<file path="config.mk">
export PLATFORM = sky130hd
export DESIGN_NAME = box_overlap_ratio
export DESIGN_NICKNAME = d
export VERILOG_FILES = /design/src/sv/bor_pkg.sv /design/src/sv/bor_geom.sv /design/src/sv/bor_denom.sv /design/src/sv/bor_divider.sv /design/src/sv/box_overlap_ratio.sv
export SDC_FILE = /design/constraint.sdc
export NUM_CORES = 2
export LEC_CHECK = 0
export ABC_AREA = 1
export BUFFER_PORTS_ARGS = -buffer_cell sky130_fd_sc_hd__buf_2
export CAP_MARGIN = 20
export CORE_ASPECT_RATIO = 0.9
export CORE_MARGIN = 8
export CORE_UTILIZATION = 60
export CTS_BUF_LIST = sky130_fd_sc_hd__clkbuf_8
export DETAILED_ROUTE_END_ITERATION = 10
export GPL_ROUTABILITY_DRIVEN = 0
export HOLD_SLACK_MARGIN = 0.1
export PLACE_DENSITY_LB_ADDON = 0.2
export SYNTH_ARGS = -nofsm -noshare
export SYNTH_HDL_FRONTEND = slang
export SYNTH_SLANG_ARGS = --single-unit
</file>
<file path="constraint.sdc">
create_clock -name clk -period 9.9 [get_ports clk]
set_clock_uncertainty 0.05 [all_clocks]
set_input_delay 1.485 -clock clk [delete_from_list [all_inputs] [get_ports clk]]
set_output_delay 1.485 -clock clk [all_outputs]
set_load 0.1 [all_outputs]
</file>
<file path="src/sv/bor_pkg.sv">
// Shared types and constants for the box overlap ratio block.
// No dependencies; every other file of the block imports this package.
package bor_pkg;

    typedef logic [1:0] mode_t;

    localparam mode_t MODE_IOU     = 2'd0;
    localparam mode_t MODE_FIRST   = 2'd1;
    localparam mode_t MODE_SMALLER = 2'd2;

endpackage

</file>
<file path="src/sv/bor_geom.sv">
// Geometry front end: span overlaps in the first stage, the three areas in the second.
// Depends on bor_pkg.
module bor_geom #(
    parameter int COORD_BITS = 12
) (
    input  logic                      clk,
    input  logic                      rst_n,
    input  logic                      in_valid,
    input  bor_pkg::mode_t            in_mode,
    input  logic [COORD_BITS-1:0]     a_x,
    input  logic [COORD_BITS-1:0]     a_y,
    input  logic [COORD_BITS-1:0]     a_width,
    input  logic [COORD_BITS-1:0]     a_height,
    input  logic [COORD_BITS-1:0]     b_x,
    input  logic [COORD_BITS-1:0]     b_y,
    input  logic [COORD_BITS-1:0]     b_width,
    input  logic [COORD_BITS-1:0]     b_height,
    output logic                      out_valid,
    output bor_pkg::mode_t            out_mode,
    output logic [2*COORD_BITS-1:0]   inter,
    output logic [2*COORD_BITS-1:0]   area_a,
    output logic [2*COORD_BITS-1:0]   area_b
);
    import bor_pkg::*;

    localparam int AW = 2 * COORD_BITS;

    logic                  s1_valid_reg;
    mode_t                 s1_mode_reg;
    logic [COORD_BITS-1:0] ow_reg;
    logic [COORD_BITS-1:0] oh_reg;
    logic [COORD_BITS-1:0] aw_reg;
    logic [COORD_BITS-1:0] ah_reg;
    logic [COORD_BITS-1:0] bw_reg;
    logic [COORD_BITS-1:0] bh_reg;
    logic [COORD_BITS-1:0] ow_next;
    logic [COORD_BITS-1:0] oh_next;

    logic                  s2_valid_reg;
    mode_t                 s2_mode_reg;
    logic [AW-1:0]         inter_reg;
    logic [AW-1:0]         area_a_reg;
    logic [AW-1:0]         area_b_reg;

    // Spans are taken as half-open [s, s+l), which equals the inclusive form.
    function automatic logic [COORD_BITS-1:0] span_overlap(
        input logic [COORD_BITS-1:0] s1,
        input logic [COORD_BITS-1:0] l1,
        input logic [COORD_BITS-1:0] s2,
        input logic [COORD_BITS-1:0] l2
    );
        logic [COORD_BITS:0] e1;
        logic [COORD_BITS:0] e2;
        logic [COORD_BITS:0] lo;
        logic [COORD_BITS:0] hi;
        logic [COORD_BITS:0] len;
        e1  = {1'b0, s1} + {1'b0, l1};
        e2  = {1'b0, s2} + {1'b0, l2};
        lo  = (s1 > s2) ? {1'b0, s1} : {1'b0, s2};
        hi  = (e1 < e2) ? e1 : e2;
        len = hi - lo;
        return (hi > lo) ? len[COORD_BITS-1:0] : '0;
    endfunction

    assign ow_next = span_overlap(a_x, a_width, b_x, b_width);
    assign oh_next = span_overlap(a_y, a_height, b_y, b_height);

    always_ff @(posedge clk or negedge rst_n)
    begin
        if (!rst_n)
        begin
            s1_valid_reg <= 1'b0;
            s2_valid_reg <= 1'b0;
        end
        else
        begin
            s1_valid_reg <= in_valid;
            s2_valid_reg <= s1_valid_reg;
        end
    end

    always_ff @(posedge clk)
    begin
        s1_mode_reg <= in_mode;
        ow_reg      <= ow_next;
        oh_reg      <= oh_next;
        aw_reg      <= a_width;
        ah_reg      <= a_height;
        bw_reg      <= b_width;
        bh_reg      <= b_height;
        s2_mode_reg <= s1_mode_reg;
        inter_reg   <= ow_reg * oh_reg;
        area_a_reg  <= aw_reg * ah_reg;
        area_b_reg  <= bw_reg * bh_reg;
    end

    assign out_valid = s2_valid_reg;
    assign out_mode  = s2_mode_reg;
    assign inter     = inter_reg;
    assign area_a    = area_a_reg;
    assign area_b    = area_b_reg;

endmodule

</file>
<file path="src/sv/bor_denom.sv">
// Denominator stage: union, first or smaller area chosen by the ratio mode.
// Depends on bor_pkg.
module bor_denom #(
    parameter int COORD_BITS = 12
) (
    input  logic                      clk,
    input  logic                      rst_n,
    input  logic                      in_valid,
    input  bor_pkg::mode_t            in_mode,
    input  logic [2*COORD_BITS-1:0]   inter,
    input  logic [2*COORD_BITS-1:0]   area_a,
    input  logic [2*COORD_BITS-1:0]   area_b,
    output logic                      out_valid,
    output logic [2*COORD_BITS-1:0]   out_inter,
    output logic [2*COORD_BITS:0]     denom,
    output logic                      den_zero
);
    import bor_pkg::*;

    localparam int AW = 2 * COORD_BITS;
    localparam int DW = AW + 1;

    logic          valid_reg;
    logic [AW-1:0] inter_reg;
    logic [DW-1:0] denom_reg;
    logic          zero_reg;
    logic [DW-1:0] merged_area;
    logic [AW-1:0] small_area;
    logic [DW-1:0] denom_next;

    assign merged_area = {1'b0, area_a} + {1'b0, area_b} - {1'b0, inter};
    assign small_area  = (area_a < area_b) ? area_a : area_b;

    always_comb
    begin
        case (in_mode)
            MODE_IOU:   denom_next = merged_area;
            MODE_FIRST: denom_next = {1'b0, area_a};
            default:    denom_next = {1'b0, small_area};
        endcase
    end

    always_ff @(posedge clk or negedge rst_n)
    begin
        if (!rst_n)
        begin
            valid_reg <= 1'b0;
        end
        else
        begin
            valid_reg <= in_valid;
        end
    end

    always_ff @(posedge clk)
    begin
        inter_reg <= inter;
        denom_reg <= denom_next;
        zero_reg  <= (denom_next == '0);
    end

    assign out_valid = valid_reg;
    assign out_inter = inter_reg;
    assign denom     = denom_reg;
    assign den_zero  = zero_reg;

endmodule

</file>
<file path="src/sv/bor_divider.sv">
// Pipelined restoring divider, one quotient bit per stage, integer bit first.
// Depends on bor_pkg; the numerator never exceeds the denominator.
module bor_divider #(
    parameter int COORD_BITS = 12,
    parameter int FRAC_BITS  = 16
) (
    input  logic                      clk,
    input  logic                      rst_n,
    input  logic                      in_valid,
    input  logic [2*COORD_BITS-1:0]   numer,
    input  logic [2*COORD_BITS:0]     denom,
    input  logic                      den_zero,
    output logic                      out_valid,
    output logic [FRAC_BITS:0]        ratio,
    output logic [2*COORD_BITS-1:0]   overlap_area
);
    import bor_pkg::*;

    localparam int AW = 2 * COORD_BITS;
    localparam int DW = AW + 1;
    localparam int QW = FRAC_BITS + 1;

    logic [QW-1:0] valid_reg;
    logic [QW-1:0] zero_reg;
    logic [DW-1:0] rem_reg   [QW];
    logic [DW-1:0] den_reg   [QW];
    logic [QW-1:0] quo_reg   [QW];
    logic [AW-1:0] area_reg  [QW];

    logic [DW:0]   rin       [QW];
    logic [DW:0]   diff      [QW];
    logic [QW-1:0] qbit;
    logic [DW-1:0] den_in    [QW];
    logic [DW-1:0] rem_next  [QW];
    logic [QW-1:0] quo_next  [QW];

    always_comb
    begin
        for (int k = 0; k < QW; k++)
        begin
            if (k == 0)
            begin
                rin[k]    = {2'b00, numer};
                den_in[k] = denom;
                quo_next[k] = '0;
            end
            else
            begin
                rin[k]    = {rem_reg[k-1], 1'b0};
                den_in[k] = den_reg[k-1];
                quo_next[k] = {quo_reg[k-1][QW-2:0], 1'b0};
            end
            diff[k]        = rin[k] - {1'b0, den_in[k]};
            qbit[k]        = ~diff[k][DW];
            rem_next[k]    = qbit[k] ? diff[k][DW-1:0] : rin[k][DW-1:0];
            quo_next[k][0] = qbit[k];
        end
    end

    always_ff @(posedge clk or negedge rst_n)
    begin
        if (!rst_n)
        begin
            valid_reg <= '0;
        end
        else
        begin
            valid_reg <= {valid_reg[QW-2:0], in_valid};
        end
    end

    always_ff @(posedge clk)
    begin
        zero_reg <= {zero_reg[QW-2:0], den_zero};
        for (int k = 0; k < QW; k++)
        begin
            rem_reg[k] <= rem_next[k];
            den_reg[k] <= den_in[k];
            quo_reg[k] <= quo_next[k];
            area_reg[k] <= (k == 0) ? numer : area_reg[(k == 0) ? 0 : k-1];
        end
    end

    assign out_valid    = valid_reg[QW-1];
    assign ratio        = zero_reg[QW-1] ? '0 : quo_reg[QW-1];
    assign overlap_area = area_reg[QW-1];

endmodule

</file>
<file path="src/sv/box_overlap_ratio.sv">
// Box overlap ratio: intersection area of two boxes divided by a mode-selected area.
// The pipeline has two geometry stages, one denominator stage and FRAC_BITS + 1 divider stages.
// Throughput is one box pair per cycle; busy stays low since the receiver cannot stall.
// Reset clears the pipeline valid bits and sets mode_reg to intersection over union.
// Depends on bor_pkg, bor_geom, bor_denom and bor_divider.
module box_overlap_ratio #(
    parameter int COORD_BITS = 12,
    parameter int FRAC_BITS  = 16
) (
    input  logic                      clk,
    input  logic                      rst_n,
    input  logic                      start,
    output logic                      busy,
    input  logic [COORD_BITS-1:0]     a_x,
    input  logic [COORD_BITS-1:0]     a_y,
    input  logic [COORD_BITS-1:0]     a_width,
    input  logic [COORD_BITS-1:0]     a_height,
    input  logic [COORD_BITS-1:0]     b_x,
    input  logic [COORD_BITS-1:0]     b_y,
    input  logic [COORD_BITS-1:0]     b_width,
    input  logic [COORD_BITS-1:0]     b_height,
    input  logic                      cfg_valid,
    output logic                      cfg_ready,
    input  bor_pkg::mode_t            cfg_data,
    output logic                      done,
    output logic [FRAC_BITS:0]        ratio,
    output logic [2*COORD_BITS-1:0]   overlap_area
);
    import bor_pkg::*;

    localparam int AW = 2 * COORD_BITS;
    localparam int DW = AW + 1;

    mode_t         mode_reg;
    logic          accept;

    logic          g_valid;
    mode_t         g_mode;
    logic [AW-1:0] g_inter;
    logic [AW-1:0] g_area_a;
    logic [AW-1:0] g_area_b;

    logic          d_valid;
    logic [AW-1:0] d_inter;
    logic [DW-1:0] d_denom;
    logic          d_zero;

    assign busy      = 1'b0;
    assign cfg_ready = 1'b1;
    assign accept    = start & ~busy;

    always_ff @(posedge clk or negedge rst_n)
    begin
        if (!rst_n)
        begin
            mode_reg <= MODE_IOU;
        end
        else if (cfg_valid && cfg_ready)
        begin
            mode_reg <= cfg_data;
        end
    end

    bor_geom #(
        .COORD_BITS (COORD_BITS)
    ) u_geom (
        .clk       (clk),
        .rst_n     (rst_n),
        .in_valid  (accept),
        .in_mode   (mode_reg),
        .a_x       (a_x),
        .a_y       (a_y),
        .a_width   (a_width),
        .a_height  (a_height),
        .b_x       (b_x),
        .b_y       (b_y),
        .b_width   (b_width),
        .b_height  (b_height),
        .out_valid (g_valid),
        .out_mode  (g_mode),
        .inter     (g_inter),
        .area_a    (g_area_a),
        .area_b    (g_area_b)
    );

    bor_denom #(
        .COORD_BITS (COORD_BITS)
    ) u_denom (
        .clk       (clk),
        .rst_n     (rst_n),
        .in_valid  (g_valid),
        .in_mode   (g_mode),
        .inter     (g_inter),
        .area_a    (g_area_a),
        .area_b    (g_area_b),
        .out_valid (d_valid),
        .out_inter (d_inter),
        .denom     (d_denom),
        .den_zero  (d_zero)
    );

    bor_divider #(
        .COORD_BITS (COORD_BITS),
        .FRAC_BITS  (FRAC_BITS)
    ) u_divider (
        .clk          (clk),
        .rst_n        (rst_n),
        .in_valid     (d_valid),
        .numer        (d_inter),
        .denom        (d_denom),
        .den_zero     (d_zero),
        .out_valid    (done),
        .ratio        (ratio),
        .overlap_area (overlap_area)
    );

endmodule
</file>
# Word level (Yosys, flattened, before mapping)
# Memory sizes are Yosys's and may differ from the RTL's.
# Index checks and enable logic that the tools add are counted.
[op_classes]
addsub = 25
mul = 3
order_cmp = 7
eq_ne = 1
muxes = 24
bitwise = 17
reduce_logical = 2
[op_table]
columns = ["op", "count"]
rows = [
  ["$mux 25", 17],
  ["$sub 26x25->26", 16],
  ["$mul 12x12->24", 3],
  ["$add 12x12->13", 4],
  ["$pmux 25 s2", 1],
  ["$gt 13x12->1", 2],
  ["$lt 13x13->1", 2],
  ["$mux 13", 2],
  ["$sub 24x25->26", 1],
  ["$add 24x24->25", 1],
  ["$logic_not 25->1", 1],
  ["$sub 25x24->25", 1],
  ["$gt 12x12->1", 2],
  ["$lt 24x24->1", 1],
  ["$mux 12", 2],
  ["$mux 24", 1],
  ["$sub 12x12->12", 2],
  ["$mux 17", 1],
  ["$not 1->1", 17],
  ["$eq 2x1->1 const B", 1],
  ["$logic_not 2->1", 1],
]
[totals]
reg_bits = 237
mem_bits_rw = 1547
inputBits = 102
output_inout_bits = 44
wordCells = 103
memories = 4
[mem_list]
columns = ["name", "words", "width", "rd", "rd_clocked_by_memory_dff", "write_ports", "line_no", "rtl"]
rows = [
  ["u_divider.den_reg", 17, 25, 16, 0, 17, "bor_divider.sv:26", "logic [DW-1:0] den_reg [QW];"],
  ["u_divider.rem_reg", 17, 25, 16, 0, 17, "bor_divider.sv:25", "logic [DW-1:0] rem_reg [QW];"],
  ["u_divider.area_reg", 17, 24, 17, 0, 17, "bor_divider.sv:28", "logic [AW-1:0] area_reg [QW];"],
  ["u_divider.quo_reg", 17, 17, 17, 0, 17, "bor_divider.sv:27", "logic [QW-1:0] quo_reg [QW];"],
]

# Logic depth before layout (Yosys ltp)
[logic_depth]
ltp_word = 4
ltp_mapped = 35
mapped_depth_nobuf = 33

# Cells and area by module
# From an unflattened synthesis, not the netlist that was laid out.
[unflattened]
cells_unflattened = 13142
hier_area_um2 = 93559.7
[by_module_without_submodules]
columns = ["module", "n_inst", "cells_per_inst", "area_each_um2", "seq_area_each_um2"]
rows = [
  ["bor_divider", 1, 9436, 66161.0, 28011.9],
  ["bor_geom", 1, 2920, 22399.0, 3012.9],
  ["bor_denom", 1, 773, 4901.0, 1026.0],
  ["box_overlap_ratio", 1, 13, 98.8, 50.0],
]

# Worst setup path before layout
# No wires, ideal clock.
[synth_timing]
path_kind = "input port to flip-flop"
start = "input port b_y[0]"
end = "register u_geom.oh_reg[10]"
setup_ns = 0.064
arrival_ns = 5.734
required_time_ns = 9.786
setup_slack_ns = 4.052
stages = 34
n_path_buf = 2
path_cell_list = "ha_1 -> inv_1 -> fa_1 -> nand3b_1 -> nor2_1 -> nor2_1 -> nor2_1 -> nor2_1 -> xor2_1 -> ha_1 -> nand2_1 -> nor2_1 -> a211oi_1 -> nand2_1 -> a21oi_1 -> o21ai_1 -> nand2_1 -> nand2_2 -> inv_1 -> buf_4 -> o21ai_0 -> ha_1 -> nand2_1 -> nor2_1 -> nand2_1 -> o211ai_1 -> nand3_1 -> nand2_1 -> a21oi_1 -> or2_2 -> nand2_1 -> nor2_1 -> buf_2 -> nor2_1"
[synth_via]
elab_chain_cells = 4
elab_cells_between_ends = 7
cone_classes = "2 x add/sub; 3 x order compare; 2 x mux"
[synth_lines]
columns = ["element", "line_no", "rtl"]
rows = [
  ["from (decl)", "box_overlap_ratio.sv:19", "input logic [COORD_BITS-1:0] b_y,"],
  ["$add 12x12->13", "bor_geom.sv:58", "e2 = {1'b0, s2} + {1'b0, l2};"],
  ["$lt 13x13->1", "bor_geom.sv:60", "hi = (e1 < e2) ? e1 : e2;"],
  ["$mux 13", "bor_geom.sv:60", ""],
  ["$sub 12x12->12 or $gt 13x12->1 (tied branches)", "bor_geom.sv:61, bor_geom.sv:62", ""],
  ["to (signal assigned)", "bor_geom.sv:86", "oh_reg <= oh_next;"],
  ["to (decl)", "bor_geom.sv:31", "logic [COORD_BITS-1:0] oh_reg;"],
]
# Parallel ways exist; a longest one is shown, timed or not.
# A chain may end at the register's enable or synchronous reset.

# Worst setup path in the final report
[layout_timing]
start = "input port b_y[0]"
end = "register u_geom.oh_reg[1]"
# Same word-level chain as after synthesis.

==> run metrics <==
Core ar.=about 140000 µm²; top-count cell post-synth=nand2_1; Reg2Reg Capture Point=u_geom.area_b[18]$_DFF_P_; Routed Antenna Nets=0; syn nets=10990; Netlist cell types=61; crit share post-route=0.6037; max_cap viols=0; largest net degree at the start of global routing=51; crit path launch type=input port; Starting Density=0.6058; area leader, netlist=dfxtp_1; top cells by area, synth=dfxtp_1, ha_1, nand2_1, fa_1, inv_1; number of synthesized register bits=1598; first-pass GRT wire length=311000 µm; clk sink count=1598; Die Wd=around 410 µm; Setup TNS=0 ns; slowest CP cell=nor2_1; row count=between 100 and 150; drt wl/cell=15.71 µm; clock-pin slew on the worst setup and hold paths=0.06 ns; XOR/XNOR share of the synthesized area=0.05089; Residual DRC=0; most frequent cells after synthesis=nand2_1, inv_1, dfxtp_1; CTS tree=built; simple-gate share of the synthesized area=0.1532; max reg flops=408; clk buf depth=3; clk root buf=clkbuf_8; Post-synth top flop=dfxtp_1; CTS Hold Buffers Added=0; Hold Crit Start=u_divider.area_reg[0][59]$_DFF_P_; synthesis-to-finish area growth=9.604%; I/O pin total=about 150; hold endpoint=u_divider.area_reg[0][83]$_DFF_P_; vias in the first global route=63610; Cell Area, Synth=82090 µm²; Port-buffer cells=around 140; Post-Synth Adder-Cell Area=0.2002; EDFF count, synth=0; via count=63700; WP data arrival=between 6 and 7 ns; final setup violation count=0; FMAX=167.3 MHz; total congestion overflow=0; TritonCTS Buffers=239; Max FO, Critical Path=16; RSZ-0062 raised after global routing=false; fill cell count=11260; hold depth=0; Reg-to-Reg Start=u_geom.bw_reg[3]$_DFF_P_; PostCTS Resize Cnt=0; smallest hold slack=0.2291 ns; Post-synth ARST share=0.01377; TritonRoute pass-1 iters=9; Slew HR=0.3220; post-synthesis sequential area ratio=0.3911; Req. time, crit path=between 10 and 15 ns; Hold Violations, Final=0; post-CTS setup buffers=0; die height=about 370 µm; Worst-Skew Late Latency=0.97 ns; total number of H-tree levels=4; layout cell share with drive strength beyond 1=0.07224; Synth Instances=9779; post-synth top area share=0.3844; Worst Reg-to-Reg Cells=22; antenna violations before repair=12; Tot GR Track Use=0.2504; R2R setup slack=4.18 ns; hpwl dp=150600 µm; drt initial violations=around 4800; largest family of logic cells by synthesized area=adder cells; max-slew violation count=0; final core utilization=0.6640; fin crit period=5.976 ns; final net count=11210; Yosys warning total=0; total wire length=189200 µm; die area=148900 µm²; status=complete, no violations; CP Capture Type=flip-flop; Hold WC Path Type=flip-flop to flip-flop; slowest stage delay, CP=~0.53 ns; Syn Area/Cell=~8.4 µm²; critical setup path kind=input port to flip-flop; compound-cell area share of the yosys netlist=0.1124; multiplexer share of the synthesized area=0.0002744; Least-Margin Pin Slew=1.013 ns; vias per cell=between 5 and 6
worst max-delay path by stage:
stage	slack (ns)	start	to	cells past startpoint
final	3.92	b_y[0]	u_geom.oh_reg[1]$_SDFF_PP0_	34
after global routing	3.40	b_y[0]	u_geom.oh_reg[11]$_SDFF_PP0_	33
after CTS	4.09	b_y[0]	u_geom.oh_reg[1]$_SDFF_PP0_	33
after detailed placement	3.04	b_y[0]	u_geom.oh_reg[1]$_SDFF_PP0_	33
after global placement	3.24	b_y[0]	u_geom.oh_reg[11]$_SDFF_PP0_	33
after floorplan	4.05	b_y[0]	u_geom.oh_reg[10]$_SDFF_PP0_	34
worst max-delay path, delay by kind of cell:
kind | cells | cell delay [ns]
AND/OR/NAND/NOR | 18 | 2.30
adder cells (fa/ha/maj) | 4 | 1.20
AO/OA/AOI/OAI | 8 | 1.10
buffers and inverters | 3 | 0.50
XOR/XNOR | 1 | 0.17
logic make-up after synthesis:
| logic type | count (synthesis) |
|---|---|
| AO/OA/AOI/OAI | 1610 |
| XOR/XNOR | 477 |
| flip-flops | 1598 |
| adder cells (fa/ha/maj) | 1106 |
| other | 2 |
| buffers and inverters | 1935 |
| AND/OR/NAND/NOR | 3049 |
| multiplexers | 2 |
cells in the final DEF (no fill, tap or decap), types with 6 or more instances in the layout:
cell type,netlist,routed
bufinv_16,0,20
inv_1,1748,1804
inv_2,9,9
a21oi_1,591,590
a211oi_1,6,6
a21o_1,59,59
clkinvlp_4,0,9
o21bai_1,54,54
nor3_1,90,90
xor2_1,240,240
o21ai_0,569,569
buf_4,4,17
a21boi_0,20,20
clkbuf_8,0,315
a31oi_1,60,60
buf_2,36,143
nand3_2,12,12
nand2_4,7,7
clkinv_2,0,39
o21a_1,22,22
nand2_1,2036,2036
o31ai_1,26,26
o21ai_1,57,57
or2_2,8,8
o211ai_1,11,11
fa_1,346,346
nor4_1,36,36
o21ai_2,79,79
a221oi_1,17,17
xnor2_1,237,237
nand3_1,318,318
dfrtp_1,22,22
ha_1,760,760
nor2_1,415,415
nand4_1,60,60
nand2_2,36,36
nand3b_1,11,11
dfxtp_1,1576,1576
diode_2,0,7
per-layer routing:
metal	global-route usage	share of wire	vias to the layer above
li1	-	-	31560
met1	0.3271	0.44	29570
met2	0.4125	0.46	2107
met3	0.04838	0.072	458
met4	0.09150	0.034	10
met5	0	0.00027	-
stage by stage:
stage | cells | setup WS (ns) | instance area, µm²
floorplan | 9779 | 4.052 | 82090
global placement | 11580 | 3.237 | 84270
detailed placement | 11580 | 3.040 | 84270
CTS | 12030 | 4.091 | 89920
global route | 12040 | 3.397 | 89960
finish | 12040 | 3.924 | 89970
layout make-up:
class	instances	area (µm²)	share of cell area
Antenna cell	7	17.52	0.0001947
Tap cell	1820	2277	0.02531
Inverter	1758	6599	0.07334
Timing Repair Buffer	161	870.8	0.009679
Clock buffer	315	4335	0.04819
Clock inverter	138	1310	0.01456
Sequential cell	1598	32100	0.3568
Multi-Input combinational cell	6246	42460	0.4719
Power is not shown: default switching activity piles up to over one toggle a cycle in this logic, so the estimate is an artifact.
